$ cat config.mk
export PLATFORM = sky130hd
export DESIGN_NAME = onewire_rom_search
export DESIGN_NICKNAME = d
export VERILOG_FILES = /design/src/osrch_pkg.sv /design/src/osrch_engine.sv /design/src/onewire_rom_search.sv
export SDC_FILE = /design/constraint.sdc
export NUM_CORES = 1
export LEC_CHECK = 0
export ABC_CLOCK_PERIOD_IN_PS = 7400
export BUFFER_PORTS_ARGS = -buffer_cell sky130_fd_sc_hd__buf_4
export CORE_MARGIN = 1
export CORE_UTILIZATION = 55
export CTS_CLUSTER_SIZE = 25
export DETAILED_ROUTE_END_ITERATION = 8
export PLACE_DENSITY = 0.82
export SETUP_SLACK_MARGIN = 0.1
export SYNTH_ARGS = -nofsm -noshare
export SYNTH_HDL_FRONTEND = slang
export SYNTH_SLANG_ARGS = --single-unit
export TNS_END_PERCENT = 1
$ cat constraint.sdc
create_clock -name clk -period 7.4 [get_ports clk]
set_clock_uncertainty 0.05 [all_clocks]
set_input_delay 0.74 -clock clk [delete_from_list [all_inputs] [get_ports clk]]
set_output_delay 0.74 -clock clk [all_outputs]
set_load 0.05 [all_outputs]
$ cat src/osrch_pkg.sv
`timescale 1ns / 1ps

package osrch_pkg;

  localparam int ROM_BITS_DEF = 64;
  localparam int ADDR_W = 64;

  // request kinds
  localparam logic [1:0] KIND_CLEAR = 2'd0;
  localparam logic [1:0] KIND_START = 2'd1;
  localparam logic [1:0] KIND_BIT   = 2'd2;

  // result status codes
  localparam logic [2:0] ST_CLEARED = 3'd0;
  localparam logic [2:0] ST_STARTED = 3'd1;
  localparam logic [2:0] ST_BIT     = 3'd2;
  localparam logic [2:0] ST_REFUSED = 3'd3;
  localparam logic [2:0] ST_ABORTED = 3'd4;
  localparam logic [2:0] ST_FOUND   = 3'd5;
  localparam logic [2:0] ST_IGNORED = 3'd6;

  typedef struct packed {
    logic [1:0] kind;
    logic       presence;
    logic       bit_true;
    logic       bit_complement;
  } in_item_t;

  typedef struct packed {
    logic [2:0]        status;
    logic              direction;
    logic [ADDR_W-1:0] rom_address;
    logic              last_device;
  } out_item_t;

endpackage

$ cat src/osrch_engine.sv
`timescale 1ns / 1ps

module osrch_engine #(
  parameter int ROM_BITS = osrch_pkg::ROM_BITS_DEF
) (
  input  logic                 clk,
  input  logic                 rst_n,
  input  logic                 step,
  input  osrch_pkg::in_item_t  item,
  output osrch_pkg::out_item_t result
);

  localparam int PW = (ROM_BITS > 1) ? $clog2(ROM_BITS) : 1;
  localparam int JW = PW + 1;
  localparam logic [PW-1:0] LAST_POS = PW'(ROM_BITS - 1);

  logic [ROM_BITS-1:0] rom_r, rom_nxt;
  logic [JW-1:0]       junc_r, junc_nxt;
  logic [JW-1:0]       prev_r, prev_nxt;
  logic                abt_r, abt_nxt;
  logic                exh_r, exh_nxt;
  logic [PW-1:0]       pos_r, pos_nxt;
  logic                act_r, act_nxt;

  logic junc_neg, at_junc, below_junc, dir;

  assign junc_neg   = junc_r[JW-1];
  assign at_junc    = !junc_neg && (junc_r[PW-1:0] == pos_r);
  assign below_junc = !junc_neg && (pos_r < junc_r[PW-1:0]);

  always_comb begin
    rom_nxt  = rom_r;
    junc_nxt = junc_r;
    prev_nxt = prev_r;
    abt_nxt  = abt_r;
    exh_nxt  = exh_r;
    pos_nxt  = pos_r;
    act_nxt  = act_r;
    dir      = 1'b0;
    result   = '0;
    result.status = osrch_pkg::ST_IGNORED;
    unique case (item.kind)
      osrch_pkg::KIND_CLEAR: begin
        rom_nxt  = '0;
        junc_nxt = '1;
        exh_nxt  = 1'b0;
        act_nxt  = 1'b0;
        pos_nxt  = '0;
        result.status = osrch_pkg::ST_CLEARED;
      end
      osrch_pkg::KIND_START: begin
        if (exh_r) begin
          result.status = osrch_pkg::ST_REFUSED;
        end else if (!item.presence) begin
          act_nxt = 1'b0;
          result.status = osrch_pkg::ST_ABORTED;
        end else begin
          act_nxt  = 1'b1;
          pos_nxt  = '0;
          prev_nxt = '1;
          abt_nxt  = 1'b1;
          result.status = osrch_pkg::ST_STARTED;
        end
      end
      osrch_pkg::KIND_BIT: begin
        if (act_r) begin
          if (item.bit_true && item.bit_complement) begin
            act_nxt = 1'b0;
            result.status = osrch_pkg::ST_ABORTED;
          end else begin
            if (!item.bit_true && !item.bit_complement) begin
              // discrepancy: follow the tree walk rules
              if (at_junc) begin
                dir      = 1'b1;
                junc_nxt = prev_r;
              end else if (below_junc) begin
                dir = rom_r[pos_r];
                if (!dir) abt_nxt = 1'b0;
              end else begin
                dir      = 1'b0;
                junc_nxt = {1'b0, pos_r};
                abt_nxt  = 1'b0;
              end
              if (!dir) prev_nxt = {1'b0, pos_r};
            end else begin
              dir = item.bit_true;
            end
            rom_nxt[pos_r] = dir;
            result.direction = dir;
            if (pos_r == LAST_POS) begin
              act_nxt = 1'b0;
              pos_nxt = '0;
              if (abt_nxt) exh_nxt = 1'b1;
              result.status      = osrch_pkg::ST_FOUND;
              result.rom_address = osrch_pkg::ADDR_W'(rom_nxt);
              result.last_device = abt_nxt;
            end else begin
              pos_nxt = pos_r + 1'b1;
              result.status = osrch_pkg::ST_BIT;
            end
          end
        end
      end
      default: begin
        result.status = osrch_pkg::ST_IGNORED;
      end
    endcase
  end

  always_ff @(posedge clk) begin
    if (!rst_n) begin
      rom_r  <= '0;
      junc_r <= '1;
      prev_r <= '1;
      abt_r  <= 1'b1;
      exh_r  <= 1'b0;
      pos_r  <= '0;
      act_r  <= 1'b0;
    end else if (step) begin
      rom_r  <= rom_nxt;
      junc_r <= junc_nxt;
      prev_r <= prev_nxt;
      abt_r  <= abt_nxt;
      exh_r  <= exh_nxt;
      pos_r  <= pos_nxt;
      act_r  <= act_nxt;
    end
  end

endmodule

$ cat src/onewire_rom_search.sv
`timescale 1ns / 1ps
// 1-Wire search-ROM decision engine.
// Input channel (in_valid / in_stall / in_data): one request per item, either
// clear the search, start a pass (with the presence result of the bus reset),
// or one read bit pair. Output channel (out_valid / out_stall / out_data):
// exactly one result per request, in order: the status, the direction bit to
// write back, and on the last bit of a pass the ROM code and last-device flag.
// A request accepted into the request register passes the decision stage into
// the output register, whose valid flag drives out_valid. Throughput: one request
// per cycle while the receiver does not stall, set by the single decision stage
// between the request register and the result register.
// When the receiver stalls, the result holds in the output register and one
// more request may wait in the request register; in_stall rises only when both
// are full. Reset (rst_n low, synchronous) empties both registers and returns
// the search state to its initial value: no junction, empty ROM register,
// search not exhausted, no pass active.
module onewire_rom_search #(
  parameter int ROM_BITS = osrch_pkg::ROM_BITS_DEF
) (
  input  logic                 clk,
  input  logic                 rst_n,
  input  logic                 in_valid,
  output logic                 in_stall,
  input  osrch_pkg::in_item_t  in_data,
  output logic                 out_valid,
  input  logic                 out_stall,
  output osrch_pkg::out_item_t out_data
);

  logic                 req_vld_r;
  osrch_pkg::in_item_t  req_r;
  logic                 res_vld_r;
  osrch_pkg::out_item_t res_r;
  osrch_pkg::out_item_t res_nxt;
  logic                 advance;
  logic                 in_take;

  assign advance  = req_vld_r && (!res_vld_r || !out_stall);
  assign in_stall = req_vld_r && !advance;
  assign in_take  = in_valid && !in_stall;

  osrch_engine #(
    .ROM_BITS(ROM_BITS)
  ) u_engine (
    .clk   (clk),
    .rst_n (rst_n),
    .step  (advance),
    .item  (req_r),
    .result(res_nxt)
  );

  always_ff @(posedge clk) begin
    if (!rst_n) begin
      req_vld_r <= 1'b0;
      res_vld_r <= 1'b0;
    end else begin
      if (in_take) begin
        req_vld_r <= 1'b1;
      end else if (advance) begin
        req_vld_r <= 1'b0;
      end
      if (advance) begin
        res_vld_r <= 1'b1;
      end else if (!out_stall) begin
        res_vld_r <= 1'b0;
      end
    end
  end

  always_ff @(posedge clk) begin
    if (in_take) begin
      req_r <= in_data;
    end
    if (advance) begin
      res_r <= res_nxt;
    end
  end

  assign out_valid = res_vld_r;
  assign out_data  = res_r;

endmodule

==> reports/qor.yml, run 1 <==
cts_hold_repair.buffers: 0
crit_path_end: "u_engine.rom_r[62]"
setup-tns-final_ps: 0
vdd_drop_max_mv: 0.137
critical_path.startpoint_type: "flip-flop"
io_pins: 80
insertedDiodeCount: 0
ys_warn_count: 0
synth-edff-count: 74
reg2reg_depth: 9
asyncSetResetFlopFracSynth_pct: 0
crit_fanout: 64
global_route_wire_length_before_repair_um: 29600
post-cts-setup-buffer-count: 0
drive_gt1_share_pct: 15.4
final_hold_viol_count: 0
criticalPathCategory: "reg -> reg"
dp_hpwl_um: 11000
synthTopCellsByCount: "nor2_1 (257), dfxtp_1 (89), o21ai_0 (89)"
reg2reg_slack_ps: 3330
drt-vias-per-instance: 5.92
critPathLaunch: "u_engine.pos_r[1]"
cts_buffers: 17
finalHoldWorstSlack_ps: 431
syn2layout_area_growth_pct: 15.5
ctsResizeCount: 0
achievable-frequency_ghz: 0.245
worst_ep_arrival_time_ps: 4310
grtUsageTotal_pct: 26.2
clock_tree.htree_level_count: 4
antenna_found_initial: 0
floorplan.die.width_um: 121
postSynthNetCount: 872
post_detailed_route_drc_marker_count: 2
grt_start_max_net_pins: 66
post-synth-top-area-fraction_pct: 28.6
ys_seq_area_share_pct: 51.5
synth_area_um2: 7770
final.min_clock_period_ps: 4070
powerDensity_nw_per_um2: 228
clock_insertion_delay_worst_skew_ps: 440
rsz_0062_raised_after_global_routing: "no"
worst_hold_path_type: "in -> reg"
dr.pass1.iters: 7
drv_cap: 0
slew_at_the_pin_with_the_worst_max_slew_slack_ps: 1030
postSynth.topFlopCell: "dfxtp_1"
drtIter0Drc: 814
average_routed_wire_per_standard_cell_um: 16.6
finish.net_count: 912
worstSetupEndpointType: "flip-flop"
ant_nets: 0
postPlaceCellArea_um2: 8360
run_status: "finished, violations left"
vias_in_the_first_global_route: 5872
detail_route.wirelength_um: 18100
timing.final.setup_violations: 0
total_power_mw: 2.05
synth.lib_cells_used.distinct: 53
final_util_pct: 65.0
cts_buffer_depth: 2
die-area_um2: 14600
core_area_um2: 13800
clk_pin_slew_ps: 60
violated_checks: "DRC"
finalMaxSlewViolations: 0
leak_pwr_nw: 3.18
worst-endpoint-required_ps: 7640
cts.root.buffer_cell: "clkbuf_16"
slew_headroom_pct: 31.1
fp-row-count: 43
count_of_input_and_output_buffers: 79
tritoncts: "done"
timing.final.crit_share_pct: 55.1
regToRegEndpoint: "u_engine.rom_r[62]"
initial_core_util_pct: 56.2
synth_top_cells_by_area: "edfxtp_1 (29%), dfxtp_1 (23%), nor2_1 (12%)"
synth_area_leader_cell: "edfxtp_1"
gp_congestion: 0.848
post-synth-top-count-cell: "nor2_1"
globalRouteOverflowTotal: 0
fin_area_um2: 8980
synthesis.instances: 852
tritoncts_num_sinks: 163
chipHeight_um: 121
num_vias: 6426
worst_r2r_startpoint: "u_engine.pos_r[1]"
postSynthAreaPerCell_um2: 9.13
yosys_register_bits: 163
==> area by class of cell <==
type	instances	area, µm²
clock inverter	10	153
inverter	16	60.1
clock buffer	22	475
sequential	163	4000
timing repair buffer	87	653
fill	1094	4840
tap	180	225
multi-input combinational	607	3410
==> per-stage QoR <==
| step | worst slack (ps) | instances |
|---|---|---|
| floorplan | 3820 | 852 |
| global placement | 3520 | 1053 |
| detailed placement | 3400 | 1053 |
| CTS | 3370 | 1085 |
| global route | 3130 | 1085 |
| finish | 3330 | 1085 |
==> sequential cells by signal, summed over array words and instances (netlist names) <==
register,flops
out_data,69
u_engine.rom_r,64
u_engine.junc_r,7
u_engine.prev_r,7
u_engine.pos_r,6
req_r,5
out_valid,1
req_vld_r,1
u_engine.abt_r,1
u_engine.act_r,1
u_engine.exh_r,1
==> worst min path at each step <==
stage,startpoint,to,slack [ps],cells after the start
after floorplan,u_engine.rom_r[63],u_engine.rom_r[63],400,2
after global placement,u_engine.rom_r[63],u_engine.rom_r[63],420,2
after detailed placement,u_engine.rom_r[63],u_engine.rom_r[63],430,2
after CTS,in_data[1],req_r[1],420,1
after global routing,in_data[2],req_r[2],420,1
final,in_data[1],req_r[1],430,1
==> metal layers <==
| layer | part of all wire [%] | track usage (%) | vias up |
|---|---|---|---|
| met4 | 2.5 | 10.7 | 0 |
| met3 | 7.3 | 5.92 | 34 |
| met5 | 0 | 0 | - |
| li1 | - | - | 3085 |
| met1 | 43 | 34.6 | 3026 |
| met2 | 48 | 41.5 | 281 |
==> power breakdown <==
part | switching [mW] | internal [mW]
clock network | 0.344 | 0.591
logic | 0.106 | 0.0346
registers | 0.00825 | 0.962
==> critical path: stages (launching register included) <==
cell       delay (ps)
dfxtp_1           500
buf_4             300
nand3b_1          540
a2bb2oi_1         210
a31oi_1           120
or4_1             550
o41a_1            570
o2111ai_4         230
buf_4             610
o31ai_1           170
==> logic make-up after synthesis <==
family	Yosys count	share of synthesized area, %
adder cells (fa/ha/maj)	11	1.77
buffers and inverters	82	4.70
flip-flops	163	51.5
multiplexers	27	5.29
AND/OR/NAND/NOR	357	19.2
AO/OA/AOI/OAI	212	17.5
==> placed cells by master (no fill, tap or decap), types with 4 or more instances in the layout <==
master,instances
clkinv_2,4
and2_1,4
mux2i_1,13
nor3_1,10
dfxtp_1,89
ha_1,11
nand2b_1,4
bufinv_16,4
a21oi_1,20
nor3b_1,5
nor2b_1,8
o31ai_1,63
clkbuf_16,18
o21ai_0,89
nand3_1,7
inv_1,13
buf_4,87
edfxtp_1,74
mux4_2,11
nand3b_1,4
and3_1,11
o21a_1,13
nor2_1,257
nand2_1,36
No activity file was read; power rests on OpenSTA's default activity.
==> run 2: changes to the inputs <==
--- a/config.mk
+++ b/config.mk
@@ -5,13 +5,13 @@
 export SDC_FILE = /design/constraint.sdc
 export NUM_CORES = 1
 export LEC_CHECK = 0
-export ABC_CLOCK_PERIOD_IN_PS = 7400
+export ABC_CLOCK_PERIOD_IN_PS = 3400
 export BUFFER_PORTS_ARGS = -buffer_cell sky130_fd_sc_hd__buf_4
 export CORE_MARGIN = 1
-export CORE_UTILIZATION = 55
+export CORE_UTILIZATION = 53
 export CTS_CLUSTER_SIZE = 25
 export DETAILED_ROUTE_END_ITERATION = 8
-export PLACE_DENSITY = 0.82
+export PLACE_DENSITY = 0.83
 export SETUP_SLACK_MARGIN = 0.1
 export SYNTH_ARGS = -nofsm -noshare
 export SYNTH_HDL_FRONTEND = slang
==> constraint.sdc (replaced) <==
create_clock -name clk -period 3.4 [get_ports clk]
set_clock_uncertainty 0.05 [all_clocks]
set_input_delay 0.34 -clock clk [delete_from_list [all_inputs] [get_ports clk]]
set_output_delay 0.34 -clock clk [all_outputs]
set_load 0.05 [all_outputs]
==> run 2 against run 1 <==
The flow now finishes without violations. Wire length grew 1.7%. Final cell count up 2.2%. Fmax rose by 29%. Global-route usage shrank 0.46 points. Sequential power up 120%. Flip-flop and latch count unchanged. Worst hold slack worse by 400 ps. Combinational power is 120% higher. Sequential share of layout area decreased by 0.66 points. Design area grew 1.5%. Clock power rose by 86%. Utilization is 0.25 points lower. Critical path type unchanged.
==> reports/qor.yml, run 2 (same netlist as run 1, synthesis figures left out) <==
run_status: "complete, no violations"
rsz_0062_raised_after_global_routing: "no"
crit_fanout: 37
grt_start_max_net_pins: 65
clk_pin_slew_ps: 70
fp-row-count: 43
timing.final.crit_share_pct: 92.9
post-cts-setup-buffer-count: 0
slew_at_the_pin_with_the_worst_max_slew_slack_ps: 818
initial_core_util_pct: 55.2
regArea_um2: 4010
floorplan.die.width_um: 123
drtIter0Drc: 878
total_power_mw: 4.16
ctsResizeCount: 0
num-fill-cells: 1143
post_detailed_route_drc_marker_count: 0
multi_input_area_um2: 3420
worst-endpoint-required_ps: 3630
setup-tns-final_ps: 0
slew_headroom_pct: 45.3
num_vias: 6537
layout_common_cells: "nor2_1 (257), buf_4 (108), o21ai_0 (89), dfxtp_1 (88), edfxtp_1 (74)"
vias_in_the_first_global_route: 6004
vdd_drop_max_mv: 0.299
cts_buffer_depth: 2
count_of_input_and_output_buffers: 79
cts.root.buffer_cell: "clkbuf_16"
antenna_found_initial: 0
critical_path.startpoint_type: "flip-flop"
syn2layout_area_growth_pct: 17.3
clock_insertion_delay_worst_skew_ps: 430
final_common_cell: "nor2_1"
finalMaxSlewViolations: 0
detail_route.wirelength_um: 18400
chipHeight_um: 123
cts_buffers: 17
drive_gt1_share_pct: 17.9
drt-vias-per-instance: 5.89
leak_pwr_nw: 3.24
average_routed_wire_per_standard_cell_um: 16.6
worst_ep_arrival_time_ps: 3390
ant_nets: 0
worst_hold_path_type: "in -> reg"
grtUsageTotal_pct: 25.7
insertedDiodeCount: 0
gp_congestion: 0.851
dp_hpwl_um: 11900
final_hold_viol_count: 0
io_pins: 80
global_route_wire_length_before_repair_um: 29800
tritoncts_num_sinks: 163
timing.final.setup_violations: 0
largest_reg_flops: 69
achievable-frequency_ghz: 0.317
powerDensity_nw_per_um2: 456
worstSetupEndpointType: "flip-flop"
clock_tree.htree_level_count: 4
drv_cap: 0
criticalPathCategory: "reg -> reg"
die-area_um2: 15200
final.min_clock_period_ps: 3160
globalRouteOverflowTotal: 0
dr.pass1.iters: 5
core_area_um2: 14100
cts_hold_repair.buffers: 0
finish.net_count: 936
tritoncts: "done"
[run 2: cell count changes in the layout (fill, tap and decap cells not counted), sizes merged]
cell / before / now
bufinv: 4 / 0
clkinvlp: 0 / 6
inv: 16 / 18
clkinv: 6 / 7
buf: 87 / 111
clkbuf: 22 / 17
[run 2: report_power, final]
| part | internal, mW | switching [mW] | total, mW |
|---|---|---|---|
| Combinational | 0.0792 | 0.230 | 0.309 |
| Sequential | 2.09 | 0.0195 | 2.11 |
| Clock | 0.935 | 0.806 | 1.74 |
[run 2: area by class of cell]
| class | count | area share [%] |
|---|---|---|
| flip-flops and latches | 163 | 43.9 |
| multi-input cells | 607 | 37.5 |
| repair buffers | 111 | 9.55 |
| clock buffers | 17 | 4.66 |
| well taps | 180 | 2.47 |
| clock inverters | 15 | 1.21 |
| inverters | 16 | 0.699 |
[run 2: path summary, 6_finish.rpt]
| check | startpoint | slack (ps) | endpoint | cells after the start |
|---|---|---|---|---|
| setup / recovery | u_engine.pos_r[2] | 240 | u_engine.rom_r[29] | 9 |
| hold / removal | in_data[1] | 30 | req_r[1] | 1 |
| setup reg to reg | u_engine.pos_r[2] | 240 | u_engine.rom_r[29] | 9 |
| hold reg to reg | u_engine.rom_r[31] | 440 | u_engine.rom_r[31] | 2 |
[run 2: metrics by stage]
step	hold WS [ps]	std cells	util (%)	area, µm²	setup WS [ps]
6_report	29.1	1109	64.7	9120	243
5_1_grt	17.9	1109	64.7	9120	143
4_1_cts	16.1	1109	64.6	9110	170
3_5_place_dp	424	1077	60.8	8580	182
3_3_place_gp	421	1077	60.8	8580	241
2_1_floorplan	389	852	-	7780	150
[run 2: worst max-delay path, stage by stage (launching register included)]
cell	delay, ps
dfxtp_1	520
buf_4	290
nand3b_1	180
a2bb2oi_1	180
a31oi_1	100
or4_1	560
o41a_1	470
o2111ai_4	270
buf_12	250
o31ai_1	120
[run 2: metal layers]
layer,GRT usage [%],vias up,share of wire [%]
li1,-,3142,-
met1,34.3,3060,43
met2,39.5,289,47
met3,6.00,46,7.7
met4,12.5,0,2.7
met5,0,-,0
==> run 3: changes to the inputs <==
--- a/config.mk
+++ b/config.mk
@@ -5,13 +5,14 @@
 export SDC_FILE = /design/constraint.sdc
 export NUM_CORES = 1
 export LEC_CHECK = 0
-export ABC_CLOCK_PERIOD_IN_PS = 3400
+export ABC_AREA = 1
+export ABC_CLOCK_PERIOD_IN_PS = 3100
 export BUFFER_PORTS_ARGS = -buffer_cell sky130_fd_sc_hd__buf_4
 export CORE_MARGIN = 1
-export CORE_UTILIZATION = 53
+export CORE_UTILIZATION = 55
 export CTS_CLUSTER_SIZE = 25
 export DETAILED_ROUTE_END_ITERATION = 8
-export PLACE_DENSITY = 0.83
+export PLACE_DENSITY = 0.82
 export SETUP_SLACK_MARGIN = 0.1
 export SYNTH_ARGS = -nofsm -noshare
 export SYNTH_HDL_FRONTEND = slang
==> constraint.sdc (replaced) <==
create_clock -name clk -period 3.1 [get_ports clk]
set_clock_uncertainty 0.05 [all_clocks]
set_input_delay 0.31 -clock clk [delete_from_list [all_inputs] [get_ports clk]]
set_output_delay 0.31 -clock clk [all_outputs]
set_load 0.05 [all_outputs]
==> run 3 against run 2 <==
Die area is 7.9% higher. Highest routed layer unchanged. Clock power is 29% higher. Global-route usage is 2.0 points higher. First-iteration DRC count is 9.9% lower. Worst setup slack better by 190 ps.
==> reports/qor.yml, run 3 <==
cts_buffers: 17
worstSetupEndpointType: "flip-flop"
antenna_found_initial: 0
ant_nets: 0
asyncSetResetFlopFracSynth_pct: 0
yosys_register_bits: 163
ys_warn_count: 0
chipHeight_um: 128
postSynthAreaPerCell_um2: 7.50
post_detailed_route_drc_marker_count: 0
drv_cap: 0
gp_congestion: 0.886
vdd_drop_max_mv: 0.401
finish.net_count: 1229
post-synth-top-count-cell: "nand2_1"
synth.lib_cells_used.distinct: 29
die-area_um2: 16400
leak_pwr_nw: 3.61
largest_reg_flops: 69
synth_area_um2: 8720
vias_in_the_first_global_route: 7303
dr.pass1.iters: 5
critical_path.startpoint_type: "flip-flop"
floorplan.die.width_um: 128
finalMaxSlewViolations: 0
cts.root.buffer_cell: "clkbuf_16"
run_status: "complete, no violations"
slew_headroom_pct: 41.0
worst_hold_path_type: "in -> reg"
total_power_mw: 5.01
criticalPathCategory: "reg -> reg"
cpMaxStageDelayCell: "edfxtp_1"
worst-endpoint-required_ps: 3430
rsz_0062_raised_after_global_routing: "no"
postSynth.topFlopCell: "dfxtp_1"
synthesis.instances: 1163
ys_seq_area_share_pct: 45.9
dp_hpwl_um: 13600
core_area_um2: 15300
drive_gt1_share_pct: 15.5
initial_core_util_pct: 56.9
crit_fanout: 13
powerDensity_nw_per_um2: 497
syn2layout_area_growth_pct: 15.6
clk_pin_slew_ps: 70
final_common_cell: "nand2_1"
finalHoldWorstSlack_ps: 98.7
grtUsageTotal_pct: 27.8
tritoncts_num_sinks: 163
global_route_wire_length_before_repair_um: 35400
synth_area_leader_cell: "edfxtp_1"
post-synth-top-area-fraction_pct: 25.5
final_hold_viol_count: 0
detail_route.wirelength_um: 21700
final_util_pct: 65.8
final.min_clock_period_ps: 2670
timing.final.crit_share_pct: 86.1
insertedDiodeCount: 0
synthTopCellsByCount: "nand2_1 (250), nor2_1 (168), inv_1 (122)"
max_stage_delay_ps: 410
globalRouteOverflowTotal: 0
average_routed_wire_per_standard_cell_um: 15.2
setup-tns-final_ps: 0
synth_top_cells_by_area: "edfxtp_1 (25%), dfxtp_1 (20%), nand2_1 (11%)"
layout_common_cells: "nand2_1 (248), nor2_1 (166), inv_1 (120), nand3_1 (118), o21ai_0 (90)"
tritoncts: "done"
cts_buffer_depth: 2
fp-row-count: 45
count_of_input_and_output_buffers: 79
achievable-frequency_ghz: 0.374
timing.final.setup_violations: 0
num_vias: 8025
postSynthNetCount: 1183
clock_tree.htree_level_count: 4
slew_at_the_pin_with_the_worst_max_slew_slack_ps: 884
clock_insertion_delay_worst_skew_ps: 440
synth-edff-count: 74
drtIter0Drc: 791
drt-vias-per-instance: 5.60
io_pins: 80
worst_ep_arrival_time_ps: 3000
worstPathCellList: "inv_1, ha_1, inv_2, nor2_1, nor2_1, inv_1, nor3_1, inv_1, nor2_1, inv_1, o21ai_0, nand2_1, nor2_1"
grt_start_max_net_pins: 70
==> run 3: cell types whose count changed in the layout (fill, tap and decap cells not counted), sizes merged, moves of 58 or more <==
cell / previous run / this run
nand2: 36 / 250
nand3: 8 / 168
inv: 18 / 134
nor2: 258 / 171
o31ai: 63 / 0
a21oi: 20 / 78
==> run 3: cell type report <==
class / instances / area (µm²)
fill: 1270 / 5240
sequential: 163 / 4000
multi-input combinational: 803 / 3910
timing repair buffer: 97 / 791
inverter: 127 / 480
clock buffer: 18 / 439
tap: 211 / 264
clock inverter: 14 / 188
==> run 3: path summary, 6_finish.rpt <==
kind / start / to / slack, ps / depth (start not counted)
hold reg to reg: u_engine.rom_r[57] / u_engine.rom_r[57] / 420 / 2
setup / recovery: req_r[3] / u_engine.pos_r[4] / 430 / 13
setup reg to reg: req_r[3] / u_engine.pos_r[4] / 430 / 13
hold / removal: rst_n / u_engine.junc_r[6] / 100 / 2
==> run 3: worst max-delay path, delay by kind of cell, from the launching register on <==
| kind | cells | cell delay [ps] |
|---|---|---|
| buffers and inverters | 5 | 660 |
| and+or+nand+nor | 6 | 960 |
| AOI/OAI and AO/OA | 1 | 140 |
| adders and majority gates | 1 | 380 |
| DFF | 1 | 410 |
==> run 3: cell families after synthesis <==
| group | synth area share (%) |
|---|---|
| AO/OA/AOI/OAI | 11.9 |
| buffers and inverters | 9.37 |
| flip-flops | 45.9 |
| AND/OR/NAND/NOR | 31.3 |
| adder cells (fa/ha/maj) | 1.58 |
==> run 3: routing by layer <==
| metal | track usage [%] | wire length, µm | vias up |
|---|---|---|---|
| met5 | 0 | 0 | - |
| met4 | 14.6 | 760 | 0 |
| met3 | 6.26 | 1630 | 71 |
| met2 | 43.5 | 10100 | 351 |
| met1 | 35.9 | 9280 | 3709 |
| li1 | - | - | 3894 |
==> run 3: timing repair <==
item	in CTS	in global routing
gates resized for setup	0	1
hold endpoints to repair	5	0
endpoints found under the setup margin	0	7
hold buffers	5	0
buffers inserted	0	0
==> run 3: metrics by stage <==
step / setup WS [ps] / std cells / instance area (µm²)
2_1_floorplan: 214 / 1163 / 8720
3_3_place_gp: 454 / 1396 / 9400
3_5_place_dp: 420 / 1396 / 9400
4_1_cts: 371 / 1433 / 10100
5_1_grt: 172 / 1433 / 10100
6_report: 429 / 1433 / 10100
==> run 3: power breakdown <==
group          internal, mW  switching [mW]
logic                 0.111           0.333
clock network          1.32           0.934
registers              2.29          0.0219
total                  3.72            1.29
